### src/hw/rtl/pcap_stream_deframer_defines.svh
// Assertion macros for the capture stream deframer.
// Included by the top level; no other dependencies.
`ifndef PCAP_STREAM_DEFRAMER_DEFINES_SVH
`define PCAP_STREAM_DEFRAMER_DEFINES_SVH

`ifndef ASSERT_OFF
`define PCAPD_ASSERT(name, clk, rst, prop) \
   name: assert property (@(posedge clk) disable iff (rst) prop) \
      else $error("pcapd assertion failed");
`define PCAPD_ASSERT_ALWAYS(name, clk, prop) \
   name: assert property (@(posedge clk) prop) \
      else $error("pcapd assertion failed");
`else
`define PCAPD_ASSERT(name, clk, rst, prop)
`define PCAPD_ASSERT_ALWAYS(name, clk, prop)
`endif

`endif

### src/hw/rtl/pcapd_pkg.sv
// Shared types and constants of the capture stream deframer.
// No dependencies.
`default_nettype none

package pcapd_pkg;

   localparam int LEN_WIDTH_DEFAULT = 18;
   localparam int QUEUE_DEPTH       = 4;
   localparam int MAX_LEN_W         = 18;
   localparam int CSR_ADDR_W        = 1;
   localparam int KIND_W            = 2;
   localparam int ERR_W             = 2;
   // data_byte, link_type, ts_seconds, ts_micros and error_code.
   localparam int RSP_FIXED_W       = 8 + 32 + 32 + 32 + ERR_W;

   localparam logic [CSR_ADDR_W-1:0] CSR_REMOVE_CR = 1'b0;
   localparam logic [CSR_ADDR_W-1:0] CSR_MAX_LEN   = 1'b1;
   localparam logic [MAX_LEN_W-1:0]  MAX_LEN_RESET = 18'd65535;

   localparam logic [KIND_W-1:0] KIND_HEADER = 2'd0;
   localparam logic [KIND_W-1:0] KIND_DATA   = 2'd1;
   localparam logic [KIND_W-1:0] KIND_EMPTY  = 2'd2;
   localparam logic [KIND_W-1:0] KIND_ERROR  = 2'd3;

   localparam logic [ERR_W-1:0] ERR_NONE     = 2'd0;
   localparam logic [ERR_W-1:0] ERR_MAGIC    = 2'd0;
   localparam logic [ERR_W-1:0] ERR_MISMATCH = 2'd1;
   localparam logic [ERR_W-1:0] ERR_OVERSIZE = 2'd2;

   localparam logic [7:0]  CH_CR   = 8'h0d;
   localparam logic [7:0]  CH_LF   = 8'h0a;
   localparam logic [31:0] MAGIC_A = 32'hA1B2C3D4;
   localparam logic [31:0] MAGIC_B = 32'hD4C3B2A1;

   // One queued step: an optional released CR followed by an optional byte.
   typedef struct packed {
      logic       pre_cr;
      logic       has_byte;
      logic [7:0] data;
   } entry_type;

endpackage

`default_nettype wire

### src/hw/rtl/pcapd_front.sv
// Front end: accepts raw beats and applies the CR LF filter.
// Depends on pcapd_pkg.
`default_nettype none

module pcapd_front (
   input  wire logic                clock,
   input  wire logic                reset,
   input  wire logic                req_tvalid,
   output logic                     req_tready,
   input  wire logic [7:0]          req_tdata,   // byte_in
   input  wire logic                remove_cr,
   input  wire logic                q_full,
   output logic                     q_push,
   output pcapd_pkg::entry_type     q_entry
);

   logic cr_pending_ff;
   logic cr_pending_in;
   logic accept;
   logic is_cr;
   logic is_lf;

   assign req_tready = !q_full;
   assign accept     = req_tvalid && req_tready;
   assign is_cr      = remove_cr && (req_tdata == pcapd_pkg::CH_CR);
   assign is_lf      = remove_cr && (req_tdata == pcapd_pkg::CH_LF);

   always_comb begin
      q_entry.data     = req_tdata;
      q_entry.pre_cr   = cr_pending_ff && !is_lf;
      q_entry.has_byte = !is_cr || (cr_pending_ff && is_lf);
      cr_pending_in    = cr_pending_ff;
      if (accept) begin
         cr_pending_in = is_cr && !(cr_pending_ff && is_lf);
      end
   end

   assign q_push = accept && (q_entry.pre_cr || q_entry.has_byte);

   always_ff @(posedge clock) begin
      if (reset) begin
         cr_pending_ff <= 1'b0;
      end else begin
         cr_pending_ff <= cr_pending_in;
      end
   end

endmodule

`default_nettype wire

### src/hw/rtl/pcapd_queue.sv
// Short queue of filtered steps between the front and back ends.
// Depends on pcapd_pkg.
`default_nettype none

module pcapd_queue (
   input  wire logic                clock,
   input  wire logic                reset,
   input  wire logic                push,
   input  wire pcapd_pkg::entry_type push_entry,
   input  wire logic                pop,
   output pcapd_pkg::entry_type     head,
   output logic                     full,
   output logic                     empty
);

   localparam int Depth = pcapd_pkg::QUEUE_DEPTH;
   localparam int PtrW  = $clog2(Depth);
   localparam int CntW  = $clog2(Depth + 1);

   pcapd_pkg::entry_type mem_ff [Depth];
   logic [PtrW-1:0] wr_ptr_ff, wr_ptr_in;
   logic [PtrW-1:0] rd_ptr_ff, rd_ptr_in;
   logic [CntW-1:0] count_ff, count_in;

   assign full  = (count_ff == CntW'(Depth));
   assign empty = (count_ff == '0);
   assign head  = mem_ff[rd_ptr_ff];

   always_comb begin
      wr_ptr_in = wr_ptr_ff;
      rd_ptr_in = rd_ptr_ff;
      count_in  = count_ff;
      if (push) begin
         wr_ptr_in = wr_ptr_ff + 1'b1;
      end
      if (pop) begin
         rd_ptr_in = rd_ptr_ff + 1'b1;
      end
      if (push && !pop) begin
         count_in = count_ff + 1'b1;
      end else if (pop && !push) begin
         count_in = count_ff - 1'b1;
      end
   end

   always_ff @(posedge clock) begin
      if (push) begin
         mem_ff[wr_ptr_ff] <= push_entry;
      end
   end

   always_ff @(posedge clock) begin
      if (reset) begin
         wr_ptr_ff <= '0;
         rd_ptr_ff <= '0;
         count_ff  <= '0;
      end else begin
         wr_ptr_ff <= wr_ptr_in;
         rd_ptr_ff <= rd_ptr_in;
         count_ff  <= count_in;
      end
   end

endmodule

`default_nettype wire

### src/hw/rtl/pcapd_back.sv
// Back end: header collection, record checks and the result register.
// Depends on pcapd_pkg.
`default_nettype none

module pcapd_back #(
   parameter int LEN_WIDTH = pcapd_pkg::LEN_WIDTH_DEFAULT,
   localparam int RspDataW = ((pcapd_pkg::RSP_FIXED_W + LEN_WIDTH + 7) / 8) * 8
) (
   input  wire logic                            clock,
   input  wire logic                            reset,
   input  wire logic [pcapd_pkg::MAX_LEN_W-1:0] max_len,
   input  wire pcapd_pkg::entry_type            head,
   input  wire logic                            empty,
   output logic                                 pop,
   output logic                                 halted,
   output logic                                 rsp_tvalid,
   input  wire logic                            rsp_tready,
   // data_byte, link_type, ts_seconds, ts_micros, packet_len, error_code, zero fill
   output logic [RspDataW-1:0]                  rsp_tdata,
   output logic [pcapd_pkg::KIND_W-1:0]         rsp_tuser,  // kind
   output logic                                 rsp_tlast   // last_byte
);

   localparam logic [31:0] LenMask = 32'((64'd1 << LEN_WIDTH) - 64'd1);

   typedef enum logic [2:0] {
      PH_GLOBAL = 3'b001,
      PH_RECORD = 3'b010,
      PH_BODY   = 3'b100
   } phase_type;

   phase_type              phase_ff, phase_in;
   logic [4:0]             count_ff, count_in;
   logic [31:0]            magic_ff, magic_in;
   logic [31:0]            link_ff, link_in;
   logic [31:0]            ts_sec_ff, ts_sec_in;
   logic [31:0]            ts_usec_ff, ts_usec_in;
   logic [31:0]            cap_len_ff, cap_len_in;
   logic [31:0]            wire_len_ff, wire_len_in;
   logic [LEN_WIDTH-1:0]   left_ff, left_in;
   logic                   halted_ff, halted_in;
   logic                   cr_done_ff, cr_done_in;

   logic                   out_valid_ff, out_valid_in;
   logic [pcapd_pkg::KIND_W-1:0] out_kind_ff, res_kind;
   logic [7:0]             out_data_ff, res_data;
   logic [31:0]            out_link_ff;
   logic [31:0]            out_ts_sec_ff, out_ts_usec_ff;
   logic [LEN_WIDTH-1:0]   out_len_ff;
   logic                   out_last_ff, res_last;
   logic [pcapd_pkg::ERR_W-1:0] out_err_ff, res_err;
   logic                   res_valid;
   logic                   res_rec;

   logic                   can_step;
   logic                   step_valid;
   logic                   do_step;
   logic                   cr_sub;
   logic [7:0]             cur_byte;
   logic [31:0]            limit;
   logic [31:0]            max_len_wide;
   logic [LEN_WIDTH-1:0]   left_dec;

   assign can_step   = !out_valid_ff || rsp_tready;
   assign step_valid = !empty && can_step;
   assign cr_sub     = head.pre_cr && !cr_done_ff;
   assign cur_byte   = cr_sub ? pcapd_pkg::CH_CR : head.data;
   assign pop        = step_valid && !(cr_sub && head.has_byte);
   assign do_step    = step_valid && !halted_ff;
   assign halted     = halted_ff;

   assign max_len_wide = 32'(max_len);
   assign limit        = (max_len_wide < LenMask) ? max_len_wide : LenMask;
   assign left_dec     = left_ff - 1'b1;

   always_comb begin
      cr_done_in = cr_done_ff;
      if (step_valid) begin
         cr_done_in = cr_sub && head.has_byte;
      end
   end

   always_comb begin
      phase_in    = phase_ff;
      count_in    = count_ff;
      magic_in    = magic_ff;
      link_in     = link_ff;
      ts_sec_in   = ts_sec_ff;
      ts_usec_in  = ts_usec_ff;
      cap_len_in  = cap_len_ff;
      wire_len_in = wire_len_ff;
      left_in     = left_ff;
      halted_in   = halted_ff;
      res_valid   = 1'b0;
      res_kind    = pcapd_pkg::KIND_HEADER;
      res_data    = 8'd0;
      res_rec     = 1'b0;
      res_last    = 1'b0;
      res_err     = pcapd_pkg::ERR_NONE;
      if (do_step) begin
         case (phase_ff)
            PH_RECORD: begin
               case (count_ff[3:2])
                  2'd0:    ts_sec_in   = {cur_byte, ts_sec_ff[31:8]};
                  2'd1:    ts_usec_in  = {cur_byte, ts_usec_ff[31:8]};
                  2'd2:    cap_len_in  = {cur_byte, cap_len_ff[31:8]};
                  default: wire_len_in = {cur_byte, wire_len_ff[31:8]};
               endcase
               count_in = count_ff + 1'b1;
               if (count_ff == 5'd15) begin
                  count_in = '0;
                  if (cap_len_ff != wire_len_in) begin
                     res_valid = 1'b1;
                     res_kind  = pcapd_pkg::KIND_ERROR;
                     res_err   = pcapd_pkg::ERR_MISMATCH;
                     halted_in = 1'b1;
                  end else if (cap_len_ff > limit) begin
                     res_valid = 1'b1;
                     res_kind  = pcapd_pkg::KIND_ERROR;
                     res_err   = pcapd_pkg::ERR_OVERSIZE;
                     halted_in = 1'b1;
                  end else if (cap_len_ff == '0) begin
                     res_valid = 1'b1;
                     res_kind  = pcapd_pkg::KIND_EMPTY;
                     res_rec   = 1'b1;
                     res_last  = 1'b1;
                  end else begin
                     left_in  = cap_len_ff[LEN_WIDTH-1:0];
                     phase_in = PH_BODY;
                  end
               end
            end
            PH_BODY: begin
               left_in   = left_dec;
               res_valid = 1'b1;
               res_kind  = pcapd_pkg::KIND_DATA;
               res_data  = cur_byte;
               res_rec   = 1'b1;
               res_last  = (left_dec == '0);
               if (left_dec == '0) begin
                  phase_in = PH_RECORD;
               end
            end
            default: begin
               phase_in = PH_GLOBAL;
               if (count_ff < 5'd4) begin
                  magic_in = {cur_byte, magic_ff[31:8]};
               end else if (count_ff >= 5'd20) begin
                  link_in = {cur_byte, link_ff[31:8]};
               end
               count_in = count_ff + 1'b1;
               if (count_ff == 5'd23) begin
                  count_in  = '0;
                  res_valid = 1'b1;
                  if (magic_ff == pcapd_pkg::MAGIC_A || magic_ff == pcapd_pkg::MAGIC_B) begin
                     phase_in = PH_RECORD;
                     res_kind = pcapd_pkg::KIND_HEADER;
                  end else begin
                     res_kind  = pcapd_pkg::KIND_ERROR;
                     res_err   = pcapd_pkg::ERR_MAGIC;
                     halted_in = 1'b1;
                  end
               end
            end
         endcase
      end
   end

   always_comb begin
      out_valid_in = out_valid_ff;
      if (can_step) begin
         out_valid_in = do_step && res_valid;
      end
   end

   always_ff @(posedge clock) begin
      if (reset) begin
         phase_ff     <= PH_GLOBAL;
         count_ff     <= '0;
         magic_ff     <= '0;
         link_ff      <= '0;
         ts_sec_ff    <= '0;
         ts_usec_ff   <= '0;
         cap_len_ff   <= '0;
         wire_len_ff  <= '0;
         left_ff      <= '0;
         halted_ff    <= 1'b0;
         cr_done_ff   <= 1'b0;
         out_valid_ff <= 1'b0;
      end else begin
         phase_ff     <= phase_in;
         count_ff     <= count_in;
         magic_ff     <= magic_in;
         link_ff      <= link_in;
         ts_sec_ff    <= ts_sec_in;
         ts_usec_ff   <= ts_usec_in;
         cap_len_ff   <= cap_len_in;
         wire_len_ff  <= wire_len_in;
         left_ff      <= left_in;
         halted_ff    <= halted_in;
         cr_done_ff   <= cr_done_in;
         out_valid_ff <= out_valid_in;
      end
   end

   always_ff @(posedge clock) begin
      if (can_step && do_step && res_valid) begin
         out_kind_ff    <= res_kind;
         out_data_ff    <= res_data;
         out_link_ff    <= link_in;
         out_ts_sec_ff  <= res_rec ? ts_sec_ff : 32'd0;
         out_ts_usec_ff <= res_rec ? ts_usec_ff : 32'd0;
         out_len_ff     <= res_rec ? cap_len_ff[LEN_WIDTH-1:0] : '0;
         out_last_ff    <= res_last;
         out_err_ff     <= res_err;
      end
   end

   assign rsp_tvalid = out_valid_ff;
   assign rsp_tuser  = out_kind_ff;
   assign rsp_tlast  = out_last_ff;
   assign rsp_tdata  = RspDataW'({out_err_ff, out_len_ff, out_ts_usec_ff, out_ts_sec_ff,
                                  out_link_ff, out_data_ff});

endmodule

`default_nettype wire

### src/hw/rtl/pcap_stream_deframer.sv
// Capture stream deframer: takes one raw byte a beat, filters CR LF pairs if
// enabled, parses the global and record headers and streams packet bytes. The
// front end accepts one beat every cycle while the four-entry queue has room;
// the back end retires one queued step per cycle while the output register is
// empty or its beat is being accepted, and a CR released with the following
// byte takes a step of its own before that byte. A result beat is held in
// one output register. After an error result all input is drained without
// results until reset. There is no clearing pass after reset.
`default_nettype none

`include "pcap_stream_deframer_defines.svh"

module pcap_stream_deframer #(
   parameter int LEN_WIDTH = pcapd_pkg::LEN_WIDTH_DEFAULT,
   localparam int RspDataW = ((pcapd_pkg::RSP_FIXED_W + LEN_WIDTH + 7) / 8) * 8
) (
   input  wire logic                             clock,
   input  wire logic                             reset,
   input  wire logic                             req_tvalid,
   output logic                                  req_tready,
   input  wire logic [7:0]                       req_tdata,   // byte_in
   output logic                                  rsp_tvalid,
   input  wire logic                             rsp_tready,
   // data_byte, link_type, ts_seconds, ts_micros, packet_len, error_code, zero fill
   output logic [RspDataW-1:0]                   rsp_tdata,
   output logic [pcapd_pkg::KIND_W-1:0]          rsp_tuser,   // kind
   output logic                                  rsp_tlast,   // last_byte
   input  wire logic                             csr_we,
   input  wire logic [pcapd_pkg::CSR_ADDR_W-1:0] csr_addr,
   input  wire logic [pcapd_pkg::MAX_LEN_W-1:0]  csr_wdata
);

   logic                            remove_cr_ff;
   logic [pcapd_pkg::MAX_LEN_W-1:0] max_len_ff;
   logic                            q_push;
   logic                            q_pop;
   logic                            q_full;
   logic                            q_empty;
   logic                            halted;
   pcapd_pkg::entry_type            q_in;
   pcapd_pkg::entry_type            q_head;

   always_ff @(posedge clock) begin
      if (reset) begin
         remove_cr_ff <= 1'b0;
         max_len_ff   <= pcapd_pkg::MAX_LEN_RESET;
      end else if (csr_we) begin
         case (csr_addr)
            pcapd_pkg::CSR_REMOVE_CR: remove_cr_ff <= csr_wdata[0];
            pcapd_pkg::CSR_MAX_LEN:   max_len_ff   <= csr_wdata;
            default: ;
         endcase
      end
   end

   pcapd_front u_front (
      .clock      (clock),
      .reset      (reset),
      .req_tvalid (req_tvalid),
      .req_tready (req_tready),
      .req_tdata  (req_tdata),
      .remove_cr  (remove_cr_ff),
      .q_full     (q_full),
      .q_push     (q_push),
      .q_entry    (q_in)
   );

   pcapd_queue u_queue (
      .clock      (clock),
      .reset      (reset),
      .push       (q_push),
      .push_entry (q_in),
      .pop        (q_pop),
      .head       (q_head),
      .full       (q_full),
      .empty      (q_empty)
   );

   pcapd_back #(
      .LEN_WIDTH (LEN_WIDTH)
   ) u_back (
      .clock      (clock),
      .reset      (reset),
      .max_len    (max_len_ff),
      .head       (q_head),
      .empty      (q_empty),
      .pop        (q_pop),
      .halted     (halted),
      .rsp_tvalid (rsp_tvalid),
      .rsp_tready (rsp_tready),
      .rsp_tdata  (rsp_tdata),
      .rsp_tuser  (rsp_tuser),
      .rsp_tlast  (rsp_tlast)
   );

   `PCAPD_ASSERT(a_no_push_full, clock, reset, q_push |-> !q_full)
   `PCAPD_ASSERT(a_no_pop_empty, clock, reset, q_pop |-> !q_empty)
   `PCAPD_ASSERT(a_error_halts, clock, reset, (rsp_tvalid && rsp_tready && rsp_tuser == pcapd_pkg::KIND_ERROR) |=> (!rsp_tvalid && halted))
   `PCAPD_ASSERT_ALWAYS(a_reset_quiet, clock, reset |=> !rsp_tvalid)

endmodule

`default_nettype wire

### config.mk
export PLATFORM = sky130hd
export DESIGN_NAME = pcap_stream_deframer
export DESIGN_NICKNAME = d
export VERILOG_FILES = /design/src/hw/rtl/pcapd_pkg.sv /design/src/hw/rtl/pcapd_front.sv /design/src/hw/rtl/pcapd_queue.sv /design/src/hw/rtl/pcapd_back.sv /design/src/hw/rtl/pcap_stream_deframer.sv
export VERILOG_INCLUDE_DIRS = /design/src /design/src/hw/rtl
export SDC_FILE = /design/constraint.sdc
export NUM_CORES = 1
export LEC_CHECK = 0
export ABC_AREA = 0
export BUFFER_PORTS_ARGS = -buffer_cell sky130_fd_sc_hd__clkbuf_2
export CAP_MARGIN = 10
export CORE_ASPECT_RATIO = 2
export CORE_MARGIN = 3
export CORE_UTILIZATION = 35
export DETAILED_ROUTE_END_ITERATION = 12
export GPL_TIMING_DRIVEN = 0
export SYNTH_ARGS = -nofsm -noshare
export SYNTH_HDL_FRONTEND = slang
export SYNTH_SLANG_ARGS = --single-unit
### constraint.sdc
create_clock -name clock -period 13.1 [get_ports clock]
set_input_delay 1.31 -clock clock [delete_from_list [all_inputs] [get_ports clock]]
set_output_delay 1.31 -clock clock [all_outputs]
set_load 0.02 [all_outputs]
==> results of run 1 <==
[sequential cells by signal (all words and copies together), names as in the netlist, 5 cells and up, named ones only]
signal	flops
u_queue.mem_ff	40
u_back.cap_len_ff	32
u_back.link_ff	32
u_back.magic_ff	32
u_back.out_link_ff	32
u_back.out_ts_sec_ff	32
u_back.out_ts_usec_ff	32
u_back.ts_sec_ff	32
u_back.ts_usec_ff	32
u_back.wire_len_ff	32
max_len_ff	18
u_back.left_ff	18
u_back.out_len_ff	18
u_back.out_data_ff	8
u_back.count_ff	5
[stage by stage]
stage	util	std cells	setup slack, ps
after global placement	0.386	2586	7360
after detailed placement	0.387	2589	8130
after global routing	0.414	2663	8260
after CTS	0.414	2663	8470
final	0.414	2665	8450
after floorplan	-	1778	8610
[layout by cell type, fill, tap and decap left out, drive strengths merged, types with 11 or more instances in the layout]
| cell type | n |
|---|---|
| buf | 30 |
| inv | 53 |
| mux2i | 18 |
| or3 | 12 |
| nor3 | 23 |
| and2 | 124 |
| xnor2 | 11 |
| ha | 28 |
| dfxtp | 250 |
| nand4 | 23 |
| nor4 | 16 |
| mux2 | 30 |
| a211oi | 19 |
| o21ai | 25 |
| xor2 | 22 |
| clkbuf | 306 |
| nand2 | 359 |
| a21oi | 186 |
| edfxtp | 167 |
| nor2 | 89 |
| nand3 | 57 |
[critical path: cells and delay by family, from the launching register on]
kind | cells | cell delay, ps
compound gates | 6 | 1930
flops | 1 | 490
buf+inv | 2 | 470
simple gates | 3 | 1390
[kinds of logic (layout without fill, tap and decap cells)]
family	count (synthesis)	in the layout	share of synthesized area
compound gates	311	311	0.110
xor+xnor	33	33	0.0163
fa+ha+maj	29	29	0.0209
buf+inv	163	399	0.0388
flops	417	417	0.566
mux	56	56	0.0397
other cells	1	6	0.000212
simple gates	765	765	0.208
[layout make-up]
cell class | count | area, sq um
antenna | 2 | 5.00
buffer | 115 | 505
clock buffer | 59 | 1190
clock inverter | 15 | 146
fill | 4921 | 29400
inverter | 48 | 180
multi-input combinational | 1198 | 7010
sequential | 417 | 10000
tap | 649 | 812
timing repair buffer | 162 | 855
[worst min-delay path by stage]
stage                                             startpoint                                 end  slack [ps]  cells past startpoint
after floorplan             u_back.ts_sec_ff[0]$_SDFFE_PP0P_    u_back.ts_sec_ff[0]$_SDFFE_PP0P_         430                      2
after global placement      u_back.ts_sec_ff[7]$_SDFFE_PP0P_    u_back.ts_sec_ff[7]$_SDFFE_PP0P_         440                      2
after detailed placement    u_back.ts_sec_ff[0]$_SDFFE_PP0P_    u_back.ts_sec_ff[0]$_SDFFE_PP0P_         450                      2
after CTS                 u_back.ts_usec_ff[19]$_SDFFE_PP0P_  u_back.ts_usec_ff[11]$_SDFFE_PP0P_         450                      2
after global routing      u_back.ts_usec_ff[19]$_SDFFE_PP0P_  u_back.ts_usec_ff[11]$_SDFFE_PP0P_         470                      2
final                     u_back.ts_usec_ff[19]$_SDFFE_PP0P_  u_back.ts_usec_ff[11]$_SDFFE_PP0P_         450                      2
[report_power, final]
| group | switching (mW) | internal [mW] |
|---|---|---|
| logic | 0.353 | 0.145 |
| registers | 0.0476 | 1.42 |
| clock network | 0.507 | 0.678 |
| total | 0.908 | 2.25 |
[per-layer routing]
layer,vias up,share of wire,GRT usage
li1,6612,-,-
met1,6618,0.34,0.198
met2,515,0.54,0.371
met3,169,0.049,0.0280
met4,0,0.071,0.124
met5,-,0,0
==> flow_summary.json, run 1 <==
{
  "cts_buffers": 40,
  "grt_pass1_wl_mm": 79.7,
  "antenna_found_initial": 0,
  "num_vias": 13914,
  "crit_path_start_kind": "register",
  "synthTopCellsByArea": "edfxtp_1, dfxtp_1, nand2_1, a21oi_1, and2_1",
  "p_per_area_nw_per_um2": 152,
  "num_rows": 116,
  "synth-edff-count": 167,
  "fp.dieH_microns": 324,
  "hold_viol": 0,
  "hold_slack_ps": 451,
  "worst_pin_slew_ps": 1230,
  "yosysMostFrequentCell": "nand2_1",
  "postCtsSetupBuffers": 0,
  "ys_seq_elements": 417,
  "synth_cell_types": 92,
  "crit_arrival_ps": 4910,
  "detail_route.wl_per_cell_microns": 20.1,
  "drtIter0Drc": 1050,
  "cts_max_path_buffers": 3,
  "max_freq_ghz": 0.215,
  "async_flop_share": 0,
  "fin_skew_ps": 15.8,
  "status": "complete, no violations",
  "synth_top_area_cell": "edfxtp_1",
  "r2r_cells": 11,
  "clock_sinks": 417,
  "syn_to_final_growth_pct": 17.1,
  "cp_max_fo": 52,
  "endpoint": "u_back.out_len_ff[12]$_SDFFCE_PN0P_",
  "layout-drive-gt1-share": 0.158,
  "synth-main-ff-cell": "dfxtp_1",
  "die_area_sq_um": 53500,
  "static-leakage-power_nw": 7.65,
  "setup_viol": 0,
  "gp_congestion": 0.933,
  "route.detailed.drc": 0,
  "fin_crit_ps": 4650,
  "r2r_end": "u_back.out_len_ff[12]$_SDFFCE_PN0P_",
  "slew-limit-headroom": 0.176,
  "ctsResizeCount": 0,
  "grt.total_usage": 0.197,
  "cpPeakStageDelay_ps": 980,
  "total_power_mw": 3.15,
  "synth_common_cells": "nand2_1, dfxtp_1, a21oi_1, edfxtp_1, and2_1",
  "final_antenna_net_count": 0,
  "end_kind": "register",
  "hpwlAfterDp_mm": 40.5,
  "cts-root-buf": "clkbuf_16",
  "path_class": "reg2reg",
  "io_pins": 165,
  "rsz0062_at_grt": "false",
  "drt-total-wl_mm": 53.6,
  "firstDrtPassIters": 6,
  "io_buffers": 159,
  "yosysWarnings": 0,
  "vdd_drop_max_mv": 0.104,
  "grt_max_degree": 53,
  "yosys.area.top_type_share": 0.283,
  "tns_ps": 0,
  "coreArea_sq_um": 50100,
  "drv_cap": 0,
  "syn-cell-area_sq_um": 17700,
  "grt_overflow": 0,
  "cts_hold_buf": 0,
  "grt_pass1_vias": 13569,
  "synth_area_per_cell_sq_um": 9.97,
  "die_w_microns": 165,
  "worstPathCellList": "buf_6, or2_1, o22ai_2, nor2_1, a32oi_1, o311a_1, a41o_2, a311oi_4, nand3_1, a31o_4, buf_16",
  "viasPerCell": 5.22,
  "cts_htree_levels": 2,
  "final_cell_area_sq_um": 20700,
  "clk_pin_slew_worst_paths_ps": 70,
  "finalMaxSlewViolations": 0,
  "min_period_over_period": 0.355,
  "start_util": 0.353,
  "ys_seq_area_frac": 0.566,
  "postSynthCellCount": 1775,
  "cts_tree": "done",
  "hp-class": "reg2reg",
  "worst-r2r-setup-slack_ps": 8450,
  "crit_slowest_cell": "nor2_1",
  "layout.nets": 2043,
  "insertion_delay_ps": 560,
  "placed_area_sq_um": 19400,
  "worst_ep_required_time_ps": 13360
}
Note: power is estimated with default switching activity, not from simulation.
==> run 2, diff against run 1 <==
clock period = 3.8 ns   (was 13.1 ns; I/O delays follow)
==> flow_summary.json, run 2 (same netlist as run 1, synthesis figures left out) <==
{
  "final_cell_mix": "nand2_1, dfxtp_1, a21oi_1, edfxtp_1, clkbuf_2",
  "gp_congestion": 0.932,
  "max_freq_ghz": 0.266,
  "worst_pin_slew_ps": 1250,
  "cts_hold_buf": 0,
  "seqPwrFrac": 0.474,
  "drv_cap": 0,
  "tns_ps": 0,
  "coreArea_sq_um": 50100,
  "largest_reg_flops": 40,
  "syn_to_final_growth_pct": 17.6,
  "die_w_microns": 165,
  "fin_ws_ps": 40.7,
  "grt_pass1_wl_mm": 79.5,
  "path_class": "reg2reg",
  "grt_overflow": 0,
  "slew-limit-headroom": 0.166,
  "drt-total-wl_mm": 54.0,
  "pwr-share-comb": 0.167,
  "p_int_mw": 7.48,
  "static-leakage-power_nw": 7.69,
  "num_rows": 116,
  "power_frac_clock": 0.359,
  "io_buffers": 159,
  "clk_pin_slew_worst_paths_ps": 70,
  "min_from": "csr_wdata[1]",
  "viasPerCell": 5.18,
  "min_period_over_period": 0.989,
  "hpwlAfterDp_mm": 40.4,
  "drtIter0Drc": 1002,
  "final_common_cell": "nand2_1",
  "status": "complete, no violations",
  "antenna_found_initial": 0,
  "crit_path_start_kind": "register",
  "grt_pass1_vias": 13405,
  "largest-register": "u_queue.mem_ff",
  "p_sw_mw": 3.20,
  "cts_max_path_buffers": 3,
  "detail_route.wl_per_cell_microns": 20.3,
  "setup_viol": 0,
  "firstDrtPassIters": 6,
  "end_kind": "register",
  "insertion_delay_ps": 570,
  "p_per_area_nw_per_um2": 514,
  "hp-class": "in2reg",
  "fin_skew_ps": 19.4,
  "num_vias": 13793,
  "layout-drive-gt1-share": 0.169,
  "crit_arrival_ps": 4030,
  "grt_max_degree": 51,
  "vdd_drop_max_mv": 0.310,
  "switching_share": 0.300,
  "fp.dieH_microns": 324,
  "layout.nets": 2046,
  "final_antenna_net_count": 0,
  "finalMaxSlewViolations": 0,
  "io_pins": 165,
  "route.detailed.drc": 0,
  "cp_max_fo": 10,
  "cts_htree_levels": 2,
  "fin_crit_ps": 3760,
  "worst_ep_required_time_ps": 4070,
  "die_area_sq_um": 53500,
  "cts_tree": "done",
  "clock_sinks": 417,
  "hold_viol": 0,
  "start_util": 0.353,
  "dp_slack_ps": -810,
  "grt.total_usage": 0.197,
  "cts-root-buf": "clkbuf_16",
  "cts_buffers": 38
}
## run 2: what timing repair did
action / in CTS / in global routing
setup buffers: 3 / 2
resized for setup: 26 / 16
pin swaps: 2 / 2
setup endpoints to repair: 283 / 249
cloned: 2 / 0
## run 2: power by group through the flow
stage	registers, mW	clock network [mW]	logic (mW)
6_report	5.06	3.84	1.79
4_1_cts	5.06	3.93	1.79
3_3_place_gp	5.15	0	1.68
3_5_place_dp	5.16	0	1.73
2_1_floorplan	5.20	0	0.998
5_1_grt	5.09	4.08	1.93
## run 2: worst paths after layout
path	slack, ps	cells past startpoint	end
max	40	11	u_back.rsp_tuser[0]$_SDFFCE_PN0P_
min	60	3	max_len_ff[1]$_SDFFE_PP1P_
min reg2reg	450	2	u_back.ts_sec_ff[0]$_SDFFE_PP0P_
max reg2reg	40	11	u_back.rsp_tuser[0]$_SDFFCE_PN0P_
## run 2: per-layer routing
metal | up-vias | track usage | share of wire
met5 | - | 0 | 0
met3 | 169 | 0.0280 | 0.046
li1 | 6619 | - | -
met2 | 473 | 0.375 | 0.53
met1 | 6532 | 0.193 | 0.35
met4 | 0 | 0.129 | 0.073
## run 2: final cells by class
type,count,area (sq um)
Clock buffer,49,1050
Fill cell,4864,29300
Clock inverter,21,164
Inverter,48,180
Timing Repair Buffer,167,892
Antenna cell,1,2.50
Buffer,113,512
Multi-Input combinational cell,1200,7160
Tap cell,649,812
Sequential cell,417,10000
## run 2: critical path: stages, from the launching register on
cell      delay, ps
dfxtp_1         500
buf_6           220
mux4_2          580
nor2_4          350
a32oi_1         190
o311a_1         160
a41o_2          320
a311oi_4        210
buf_4           200
buf_4           150
nor2_1          110
or3_1           470
## run 2: metrics by stage
step | power, mW | utilization | hold WS, ps | instance area, sq um | std cells
final | 10.7 | 0.415 | 61.3 | 20800 | 2665
after global routing | 11.1 | 0.415 | 60.3 | 20800 | 2664
after CTS | 10.8 | 0.414 | 41.1 | 20700 | 2662
after detailed placement | 6.89 | 0.387 | 443 | 19400 | 2589
after global placement | 6.84 | 0.386 | 437 | 19300 | 2586
after floorplan | 6.19 | - | 432 | 17700 | 1778
